**src/rtl/core/modexp_pkg.sv**
```systemverilog
// Constants, microcode word type and control program for the modular exponentiation core.
package modexp_pkg;

    localparam int BASE_W   = 30;
    localparam int EXP_W    = 63;
    localparam int EXP_LO_W = 59;
    localparam int PROD_W   = 62;
    localparam int UPC_W    = 4;

    localparam logic [BASE_W-1:0] MODULUS = 30'd1000000007;
    localparam logic [BASE_W-1:0] EXP_MOD = MODULUS - 30'd1;

    // Barrett constants floor(2^60 / m) for p and p-1; each fits in 31 bits
    localparam logic [BASE_W:0] BARRETT_MU = 31'((64'd1 << 60) / 64'(MODULUS));
    localparam logic [BASE_W:0] EXP_MU     = 31'((64'd1 << 60) / 64'(EXP_MOD));

    typedef enum logic [2:0] {
        OP_NOP,
        OP_LOAD,
        OP_MULAB,
        OP_MULMU,
        OP_MULP,
        OP_FIX,
        OP_OUT
    } op_t;

    typedef enum logic [2:0] {
        C_NEVER,
        C_ALWAYS,
        C_NO_START,
        C_E_ZERO,
        C_E_EVEN,
        C_OUT_BUSY
    } cond_t;

    typedef struct packed {
        op_t              op;
        cond_t            cond;
        logic             src_sq;   // multiply sq * sq instead of acc * sq
        logic             dest_sq;  // reduced product goes to sq instead of acc
        logic             shift_e;  // shift exponent right after the write
        logic             mod_e;    // reduce modulo p-1 into the exponent register
        logic [UPC_W-1:0] target;
    } ucode_t;

    localparam logic [UPC_W-1:0] A_OUT  = 4'd0;
    localparam logic [UPC_W-1:0] A_IDLE = 4'd1;
    localparam logic [UPC_W-1:0] A_TEST = 4'd5;
    localparam logic [UPC_W-1:0] A_BIT  = 4'd6;
    localparam logic [UPC_W-1:0] A_MUL  = 4'd7;
    localparam logic [UPC_W-1:0] A_SQR  = 4'd11;

    // (hi * 2^59) mod (p-1) for the top exponent bits; keeps the folded exponent below 2^60
    function automatic logic [BASE_W-1:0] exp_fold(input logic [EXP_W-EXP_LO_W-1:0] hi);
        logic [BASE_W-1:0] r;
        unique case (hi)
            4'd0:  r = '0;
            4'd1:  r = BASE_W'((64'd1 << EXP_LO_W) % 64'(EXP_MOD));
            4'd2:  r = BASE_W'((64'd2 << EXP_LO_W) % 64'(EXP_MOD));
            4'd3:  r = BASE_W'((64'd3 << EXP_LO_W) % 64'(EXP_MOD));
            4'd4:  r = BASE_W'((64'd4 << EXP_LO_W) % 64'(EXP_MOD));
            4'd5:  r = BASE_W'((64'd5 << EXP_LO_W) % 64'(EXP_MOD));
            4'd6:  r = BASE_W'((64'd6 << EXP_LO_W) % 64'(EXP_MOD));
            4'd7:  r = BASE_W'((64'd7 << EXP_LO_W) % 64'(EXP_MOD));
            4'd8:  r = BASE_W'((64'd8 << EXP_LO_W) % 64'(EXP_MOD));
            4'd9:  r = BASE_W'((64'd9 << EXP_LO_W) % 64'(EXP_MOD));
            4'd10: r = BASE_W'((64'd10 << EXP_LO_W) % 64'(EXP_MOD));
            4'd11: r = BASE_W'((64'd11 << EXP_LO_W) % 64'(EXP_MOD));
            4'd12: r = BASE_W'((64'd12 << EXP_LO_W) % 64'(EXP_MOD));
            4'd13: r = BASE_W'((64'd13 << EXP_LO_W) % 64'(EXP_MOD));
            4'd14: r = BASE_W'((64'd14 << EXP_LO_W) % 64'(EXP_MOD));
            4'd15: r = BASE_W'((64'd15 << EXP_LO_W) % 64'(EXP_MOD));
        endcase
        return r;
    endfunction

    function automatic ucode_t ucode(input logic [UPC_W-1:0] addr);
        ucode_t w;
        w = '{op: OP_NOP, cond: C_ALWAYS, src_sq: 1'b0, dest_sq: 1'b0,
              shift_e: 1'b0, mod_e: 1'b0, target: A_IDLE};
        unique case (addr)
            4'd0:  w = '{op: OP_OUT,   cond: C_OUT_BUSY, src_sq: 1'b0, dest_sq: 1'b0,
                         shift_e: 1'b0, mod_e: 1'b0, target: A_OUT};
            4'd1:  w = '{op: OP_LOAD,  cond: C_NO_START, src_sq: 1'b0, dest_sq: 1'b0,
                         shift_e: 1'b0, mod_e: 1'b0, target: A_IDLE};
            // folded exponent mod (p-1) by Barrett
            4'd2:  w = '{op: OP_MULMU, cond: C_NEVER,    src_sq: 1'b0, dest_sq: 1'b0,
                         shift_e: 1'b0, mod_e: 1'b1, target: A_IDLE};
            4'd3:  w = '{op: OP_MULP,  cond: C_NEVER,    src_sq: 1'b0, dest_sq: 1'b0,
                         shift_e: 1'b0, mod_e: 1'b1, target: A_IDLE};
            4'd4:  w = '{op: OP_FIX,   cond: C_NEVER,    src_sq: 1'b0, dest_sq: 1'b0,
                         shift_e: 1'b0, mod_e: 1'b1, target: A_IDLE};
            4'd5:  w = '{op: OP_NOP,   cond: C_E_ZERO,   src_sq: 1'b0, dest_sq: 1'b0,
                         shift_e: 1'b0, mod_e: 1'b0, target: A_OUT};
            4'd6:  w = '{op: OP_NOP,   cond: C_E_EVEN,   src_sq: 1'b0, dest_sq: 1'b0,
                         shift_e: 1'b0, mod_e: 1'b0, target: A_SQR};
            // acc = acc * sq mod p
            4'd7:  w = '{op: OP_MULAB, cond: C_NEVER,    src_sq: 1'b0, dest_sq: 1'b0,
                         shift_e: 1'b0, mod_e: 1'b0, target: A_IDLE};
            4'd8:  w = '{op: OP_MULMU, cond: C_NEVER,    src_sq: 1'b0, dest_sq: 1'b0,
                         shift_e: 1'b0, mod_e: 1'b0, target: A_IDLE};
            4'd9:  w = '{op: OP_MULP,  cond: C_NEVER,    src_sq: 1'b0, dest_sq: 1'b0,
                         shift_e: 1'b0, mod_e: 1'b0, target: A_IDLE};
            4'd10: w = '{op: OP_FIX,   cond: C_NEVER,    src_sq: 1'b0, dest_sq: 1'b0,
                         shift_e: 1'b0, mod_e: 1'b0, target: A_IDLE};
            // sq = sq * sq mod p, then next exponent bit
            4'd11: w = '{op: OP_MULAB, cond: C_NEVER,    src_sq: 1'b1, dest_sq: 1'b1,
                         shift_e: 1'b0, mod_e: 1'b0, target: A_IDLE};
            4'd12: w = '{op: OP_MULMU, cond: C_NEVER,    src_sq: 1'b1, dest_sq: 1'b1,
                         shift_e: 1'b0, mod_e: 1'b0, target: A_IDLE};
            4'd13: w = '{op: OP_MULP,  cond: C_NEVER,    src_sq: 1'b1, dest_sq: 1'b1,
                         shift_e: 1'b0, mod_e: 1'b0, target: A_IDLE};
            4'd14: w = '{op: OP_FIX,   cond: C_ALWAYS,   src_sq: 1'b1, dest_sq: 1'b1,
                         shift_e: 1'b1, mod_e: 1'b0, target: A_TEST};
            default: w = '{op: OP_NOP, cond: C_ALWAYS,   src_sq: 1'b0, dest_sq: 1'b0,
                           shift_e: 1'b0, mod_e: 1'b0, target: A_IDLE};
        endcase
        return w;
    endfunction

endpackage

```
**src/rtl/core/modular_exponentiation.sv**
```systemverilog
// Microcoded square-and-multiply core: base ^ (exponent mod p-1) mod p, p = 1000000007.
// A new word is accepted only while idle; the next is taken once the result is registered.
// The reduced exponent is scanned serially, and each modular multiply passes in turn
// through one shared 31x31 multiplier (product, Barrett quotient, quotient times modulus)
// and then a final fix-up step.
// Reset: rst_n clears the step counter to idle and drops out_valid; data registers are not reset.
module modular_exponentiation
    import modexp_pkg::*;
(
    input  logic              clk,
    input  logic              rst_n,
    input  logic              in_valid,
    output logic              in_stall,
    input  logic [BASE_W-1:0] base,
    input  logic [EXP_W-1:0]  exponent,
    output logic              out_valid,
    input  logic              out_stall,
    output logic [BASE_W-1:0] power
);

    localparam logic [31:0] P1 = 32'(MODULUS);
    localparam logic [31:0] P2 = 32'(MODULUS) << 1;
    localparam logic [31:0] E1 = 32'(EXP_MOD);
    localparam logic [31:0] E2 = 32'(EXP_MOD) << 1;

    logic [UPC_W-1:0]  upc_reg, upc_next;
    logic [BASE_W-1:0] rem_reg;
    logic [BASE_W-1:0] acc_reg;
    logic [BASE_W-1:0] sq_reg;
    logic [31:0]       x_reg;
    logic [PROD_W-1:0] prod_reg;
    logic              out_valid_reg;
    logic [BASE_W-1:0] power_reg;

    ucode_t            cw;
    logic              start;
    logic              out_busy;
    logic              take;
    logic [BASE_W:0]   mul_a;
    logic [BASE_W:0]   mul_b;
    logic [PROD_W-1:0] mul_p;
    logic [PROD_W-1:0] efold_x;
    logic [31:0]       fix_m1;
    logic [31:0]       fix_m2;
    logic [31:0]       fix_r;
    logic [BASE_W-1:0] fix_val;
    logic [BASE_W-1:0] base_red;

    assign cw        = ucode(upc_reg);
    assign in_stall  = (upc_reg != A_IDLE);
    assign start     = in_valid && !in_stall;
    assign out_busy  = out_valid_reg && out_stall;
    assign out_valid = out_valid_reg;
    assign power     = power_reg;

    always_comb
    begin
        unique case (cw.cond)
            C_NEVER:    take = 1'b0;
            C_ALWAYS:   take = 1'b1;
            C_NO_START: take = !start;
            C_E_ZERO:   take = (rem_reg == '0);
            C_E_EVEN:   take = !rem_reg[0];
            C_OUT_BUSY: take = out_busy;
            default:    take = 1'b1;
        endcase
        upc_next = take ? cw.target : upc_reg + 4'd1;
    end

    // shared multiplier: operand product, Barrett quotient estimate, quotient times modulus
    always_comb
    begin
        unique case (cw.op)
            OP_MULAB:
            begin
                mul_a = {1'b0, (cw.src_sq ? sq_reg : acc_reg)};
                mul_b = {1'b0, sq_reg};
            end
            OP_MULMU:
            begin
                mul_a = prod_reg[59:29];
                mul_b = cw.mod_e ? EXP_MU : BARRETT_MU;
            end
            default:
            begin
                mul_a = prod_reg[61:31];
                mul_b = {1'b0, (cw.mod_e ? EXP_MOD : MODULUS)};
            end
        endcase
        mul_p = PROD_W'(mul_a) * PROD_W'(mul_b);
    end

    // top four exponent bits folded in as hi * 2^59 mod (p-1); sum stays below 2^60
    assign efold_x = PROD_W'(exponent[EXP_LO_W-1:0])
                   + PROD_W'(exp_fold(exponent[EXP_W-1:EXP_LO_W]));

    // Barrett remainder is below 3m: at most two subtractions
    always_comb
    begin
        fix_m1 = cw.mod_e ? E1 : P1;
        fix_m2 = cw.mod_e ? E2 : P2;
        fix_r  = x_reg - prod_reg[31:0];
        priority if (fix_r >= fix_m2)
            fix_val = BASE_W'(fix_r - fix_m2);
        else if (fix_r >= fix_m1)
            fix_val = BASE_W'(fix_r - fix_m1);
        else
            fix_val = fix_r[BASE_W-1:0];
    end

    assign base_red = (base >= MODULUS) ? base - MODULUS : base;

    always_ff @(posedge clk or negedge rst_n)
    begin
        if (!rst_n)
        begin
            upc_reg       <= A_IDLE;
            out_valid_reg <= 1'b0;
        end
        else
        begin
            upc_reg <= upc_next;
            if (cw.op == OP_OUT && !out_busy)
                out_valid_reg <= 1'b1;
            else if (out_valid_reg && !out_stall)
                out_valid_reg <= 1'b0;
        end
    end

    always_ff @(posedge clk)
    begin
        unique case (cw.op)
            OP_LOAD:
            begin
                if (start)
                begin
                    sq_reg   <= base_red;
                    prod_reg <= efold_x;
                    acc_reg  <= BASE_W'(1);
                end
            end
            OP_MULAB:
            begin
                prod_reg <= mul_p;
            end
            OP_MULMU:
            begin
                x_reg    <= prod_reg[31:0];
                prod_reg <= mul_p;
            end
            OP_MULP:
            begin
                prod_reg <= mul_p;
            end
            OP_FIX:
            begin
                if (cw.mod_e)
                    rem_reg <= fix_val;
                else
                begin
                    if (cw.dest_sq)
                        sq_reg <= fix_val;
                    else
                        acc_reg <= fix_val;
                    if (cw.shift_e)
                        rem_reg <= rem_reg >> 1;
                end
            end
            OP_OUT:
            begin
                if (!out_busy)
                    power_reg <= acc_reg;
            end
            default:
            begin
            end
        endcase
    end

endmodule
```
**config.mk**
```make
export PLATFORM = sky130hd
export DESIGN_NAME = modular_exponentiation
export DESIGN_NICKNAME = d
export VERILOG_FILES = /design/src/rtl/core/modexp_pkg.sv /design/src/rtl/core/modular_exponentiation.sv
export SDC_FILE = /design/constraint.sdc
export NUM_CORES = 2
export LEC_CHECK = 0
export BUFFER_PORTS_ARGS = -buffer_cell sky130_fd_sc_hd__buf_2
export CAP_MARGIN = 10
export CORE_ASPECT_RATIO = 0.8
export CORE_UTILIZATION = 50
export CTS_CLUSTER_DIAMETER = 60
export DETAILED_ROUTE_END_ITERATION = 12
export PLACE_DENSITY = 0.78
export SYNTH_ARGS = -nofsm -noshare
export SYNTH_HDL_FRONTEND = slang
export SYNTH_SLANG_ARGS = --single-unit
export TNS_END_PERCENT = 100
```
**constraint.sdc**
```tcl
create_clock -name clk -period 26.8 [get_ports clk]
set_input_delay 2.68 -clock clk [delete_from_list [all_inputs] [get_ports clk]]
set_output_delay 2.68 -clock clk [all_outputs]
set_load 0.01 [all_outputs]
```
After elaboration in Yosys (flattened, before gate mapping)
Memories as Yosys holds them, arrays and structs flattened.
Cells that the tools add are included.
{ "totals": {"input_bits": 97, "elab_cells": 83, "output_inout_bits": 32, "mem_bits_ro": 688, "n_memories": 2, "ff_bits": 219} }
{ "mem_list": {"columns": ["name", "depth", "width", "rd", "rd_clocked_by_memory_dff", "write_ports", "line", "source"], "rows": [
  ["(no name shown)", 16, 29, 1, 0, 0, "modexp_pkg.sv:56", "unique case (hi)"],
  ["(no name shown)", 16, 14, 1, 0, 0, "modexp_pkg.sv:81", "unique case (addr)"]
]} }
{ "classes": {"add_sub_neg": 6, "n_eq_ne": 15, "n_mul": 1, "reduce_logical": 21, "n_lt_le_gt_ge": 3, "n_mux": 26, "n_bitwise": 1} }
{ "op_table": {"columns": ["op", "n"], "rows": [
  ["$mux W30", 12],
  ["$pmux W31 S2", 2],
  ["$pmux W62 S2", 1],
  ["$pmux W30 S2", 2],
  ["$mul A31 B31 Y62", 1],
  ["$mux W62", 1],
  ["$add A59 B30 Y60", 1],
  ["$sub A30 B30 Y30", 2],
  ["$ge A32 B30 Y1", 1],
  ["$ge A32 B31 Y1", 1],
  ["$sub A32 B32 Y32", 1],
  ["$ge A30 B30 Y1 const B", 1],
  ["$logic_not A30 Y1", 1],
  ["$sub A30 B30 Y30 const B", 1],
  ["$eq A3 B3 Y1 const B", 5],
  ["$eq A3 B2 Y1 const B", 4],
  ["$ne A2 B2 Y1 const B", 4],
  ["$reduce_and A4 Y1", 2],
  ["$reduce_bool A2 Y1", 4],
  ["$reduce_and A2 Y1", 3],
  ["$logic_not A1 Y1", 5],
  ["$mux W1", 5],
  ["$pmux W1 S5", 1],
  ["$add A4 B1 Y4 const B", 1],
  ["other kinds (8)", 11]
]} }

Depth between registers and ports, before layout
An unclocked memory read counts as a cell.
{ "logic_depth": {"ltp_word": 8, "ltp_mapped": 42, "mapped_depth_nobuf": 38} }

Worst setup path before layout
OpenSTA, ideal clock, no wires.
{ "synth_timing": {"kind": "reg2reg", "start": "register upc_reg[1]", "end": "register prod_reg[48], data pin", "synth_period_minus_slack_ps": 10083, "path_buffers": 5, "required_ps": 26531, "setup_time_ps": 269, "slack_ps": 16717, "arrival_time_ps": 9814, "stages_incl_launch_ff": 39, "path_cell_list": "dfrtp_1 > clkbuf_1 > inv_1 > ha_1 > o21ai_0 > mux2_2 > nor2_1 > clkbuf_1 > clkbuf_1 > clkbuf_1 > o21ai_1 > clkbuf_1 > nor2_1 > fa_1 > fa_1 > fa_1 > inv_1 > fa_1 > (+3 left out) > fa_1 > inv_1 > fa_1 > fa_1 > ha_1 > a21o_1 > a21oi_1 > o21ai_0 > a31o_2 > a211o_1 > o221ai_1 > o221ai_1 > a221o_1 > a21oi_1 > o21ai_0 > o21ai_0 > xor2_1 > mux2i_1"} }
{ "synth_via": {"elab_chain_cells": 5, "word_cells_on_any_way": 13, "classes_between": "mul (1); eq/ne (4); mux (6); reduce/logical (1); memory (1)"} }
{ "synth_rtl": {"columns": ["element", "line", "source"], "rows": [
  ["start, declared", "modular_exponentiation.sv:26", "logic [UPC_W-1:0] upc_reg, upc_next;"],
  ["start signal, assigned", "modular_exponentiation.sv:122", "upc_reg <= upc_next;"],
  ["$mem_v2 Z16 W14 *", null, null],
  ["$eq A3 B2 Y1 (tied with other cells)", "modular_exponentiation.sv:73, modular_exponentiation.sv:132", null],
  ["$pmux W31 S2", "modular_exponentiation.sv:73", "unique case (cw.op)"],
  ["$mul A31 B31 Y62", "modular_exponentiation.sv:90", "mul_p = PROD_W'(mul_a) * PROD_W'(mul_b);"],
  ["$pmux W62 S2 *", "modular_exponentiation.sv:132", "unique case (cw.op)"],
  ["end signal, assigned", "modular_exponentiation.sv:138", "prod_reg <= efold_x;"],
  ["end signal, assigned", "modular_exponentiation.sv:144", "prod_reg <= mul_p;"],
  ["end signal, assigned", "modular_exponentiation.sv:149", "prod_reg <= mul_p;"],
  ["end, declared", "modular_exponentiation.sv:31", "logic [PROD_W-1:0] prod_reg;"]
]} }
Every way passes the cells marked *; elsewhere a longest branch is shown, timed or not.
A chain may end at the register's enable or synchronous reset.

Final worst setup path
{ "layout_timing": {"start": "register upc_reg[0]", "end": "register prod_reg[58], data pin"} }
Same word-level chain as after synthesis.

==> results.cfg <==
[status]
status = finished, final reports clean

[die]
rows = 99
chipWidth_um = 342
die_height_um = 274
coreArea_mm2 = 0.0914
dieArea_mm2 = 0.0938
num_io_pins = 129
start_util_pct = 50.6

[placement]
io_buffer_count = 128
gp_congestion = 1.07
hpwl_um = 148000

[logic_synthesis]
post-synth-top-count-cell = inv_1
synth_cell_types = 95
synth_common_cells = inv_1 (896), fa_1 (839), nor2_1 (785)
yosysSeqAreaShare_pct = 14.2
synth.cell_area_mm2 = 0.0463
synth.area.top_cells = fa_1 (36%), edfxtp_1 (14%), ha_1 (9.0%)
postSynthCellCount = 5352
synth_flop_cell = edfxtp_1
async_flop_share_pct = 2.28
synth_edf_count = 214
syn_area_per_cell_um2 = 8.65
synth_top_area_share_pct = 36.3
synth_top_area_cell = fa_1
yosysWarnings = 0
synth_seq_cells = 219

[detailed_routing]
drt_wl_total_um = 179000
vias_per_cell = 6.06
route.detailed.drc = 0
wl_per_cell_um = 27.2
drt_pass1_iterations = 6
route.vias.total = 40018
dr.first_iter.drc_count = 5595
ant_nets = 0

[critical_path]
crit_buf_inv = 8
slowest_stage = a2111oi_0
timing_worst_setup_path_type = register to register
critPathMaxFanout = 73
end_kind = register
start_kind = register
required_ns = 27.07
critPathArrivalTime_ns = 12.60
cp_top_family = adder cells
max_stage_delay_ns = 0.92
cp_common_cell = fa_1

[clocking]
cts_buffer_depth = 3
cts_buffers = 25
cts_sinks = 219
clkTransAtPathRegs_ns = 0.06
htree_levels = 1
clk_latency_ns = 0.57
cts_tree = done
cts_hold_buffers = 0
post_cts_buffers = 0
cts-root-buf = clkbuf_16
cts_resized = 0

[flow_run]
drv_cap = 0

[global_routing]
antenna_found_initial = 7
track_usage_pct = 38.9
grt_pass1_wl_um = 264000
grt.overflow.total = 0
grt_pass1_vias = 39158
grt_max_degree = 110

[final_layout]
syn_to_final_growth_pct = 6.29
n_fill_cell = 8510
fin_nets = 6643
drive_gt1_share_pct = 6.81
largest_register_ffs = 62

[timing]
finalClockSkew_ns = 0.0284
setup_viol = 0
relSlewSlack_pct = 12.0
period_share_pct = 46.0
worst_pin_slew_ns = 1.32
fin_tns_setup_ns = 0
min_period_ns = 12.33
rsz0062_at_grt = no
slew_violations = 0
hold_violations = 0
fmax_mhz = 81.1

[worst_hold_path]
hold_class = register to register
final cells by class:
cell class	count	area (um2)	area share (%)
diodes	1	2.50	0.00509
clock buffers	28	637	1.29
clock inverters	16	143	0.290
inverters	896	3360	6.84
multi-input cells	4002	35600	72.3
flip-flops and latches	219	6550	13.3
well taps	1212	1520	3.08
repair buffers	229	1400	2.84
placed cells by master, fill, tap and decap left out, types with 13 or more instances in the layout:
master       n
o211ai_1    21
nor2b_1     22
xor2_1      51
edfxtp_1   214
nand2b_1    50
nand2_1    738
mux2_2      13
nor3_1      42
o21a_1      19
o31ai_1     17
buf_4      101
and3_1      38
a31oi_1     49
o21ai_1     49
nor4_1      16
clkbuf_16   25
nor2_1     774
and2_1      19
a21o_1      77
buf_2      128
or3_1       23
xnor2_1    133
a211oi_1    22
inv_1      896
o21bai_1    19
or2_2       19
nand3_1     69
a21oi_1    197
nand4_1     25
ha_1       334
o21ai_0    144
fa_1       839
cells by family (layout without fill, tap and decap cells):
group           count (synthesis)  in the layout  share of synthesized area [%]
compound gates                733            733                           10.0
xor+xnor                      184            184                           3.48
fa+ha+maj                    1173           1173                           45.3
buf+inv                      1135           1169                           9.31
flops                         219            219                           14.2
mux                            26             26                          0.625
other cells                     2              7                         0.0162
simple gates                 1880           1880                           17.0
path summary, 6_finish.rpt:
check,cells past startpoint,slack [ns],end,from
setup / recovery,37,14.47,prod_reg[58],upc_reg[0]
hold / removal,0,0.45,x_reg[14],prod_reg[14]
setup reg to reg,37,14.47,prod_reg[58],upc_reg[0]
hold reg to reg,0,0.45,x_reg[14],prod_reg[14]
max in group asynchronous,1,24.62,upc_reg[0],rst_n
min in group asynchronous,1,1.95,out_valid,rst_n
stage by stage:
stage                     instance area, um2  hold slack (ns)  utilization [%]  std cells  worst slack, ns
after CTS                              49200            0.448             53.8       6602            14.75
after floorplan                        46300            0.426                -       5356            16.72
after detailed placement               48400            0.432             53.0       6558            14.74
after global routing                   49200            0.457             53.8       6602            14.04
final                                  49200            0.449             53.8       6603            14.47
after global placement                 48400            0.434             53.0       6558            14.96
metal layers:
metal	wire (um)	vias up	part of all wire, %	track usage, %
li1	-	16927	-	-
met4	7660	18	4.3	12.7
met2	69600	2850	39	52.4
met1	72200	19756	40	55.1
met5	279	-	0.16	1.42
met3	29700	467	17	17.5
Power is not shown: default switching activity piles up to over one toggle a cycle in this logic, so the estimate is an artifact.
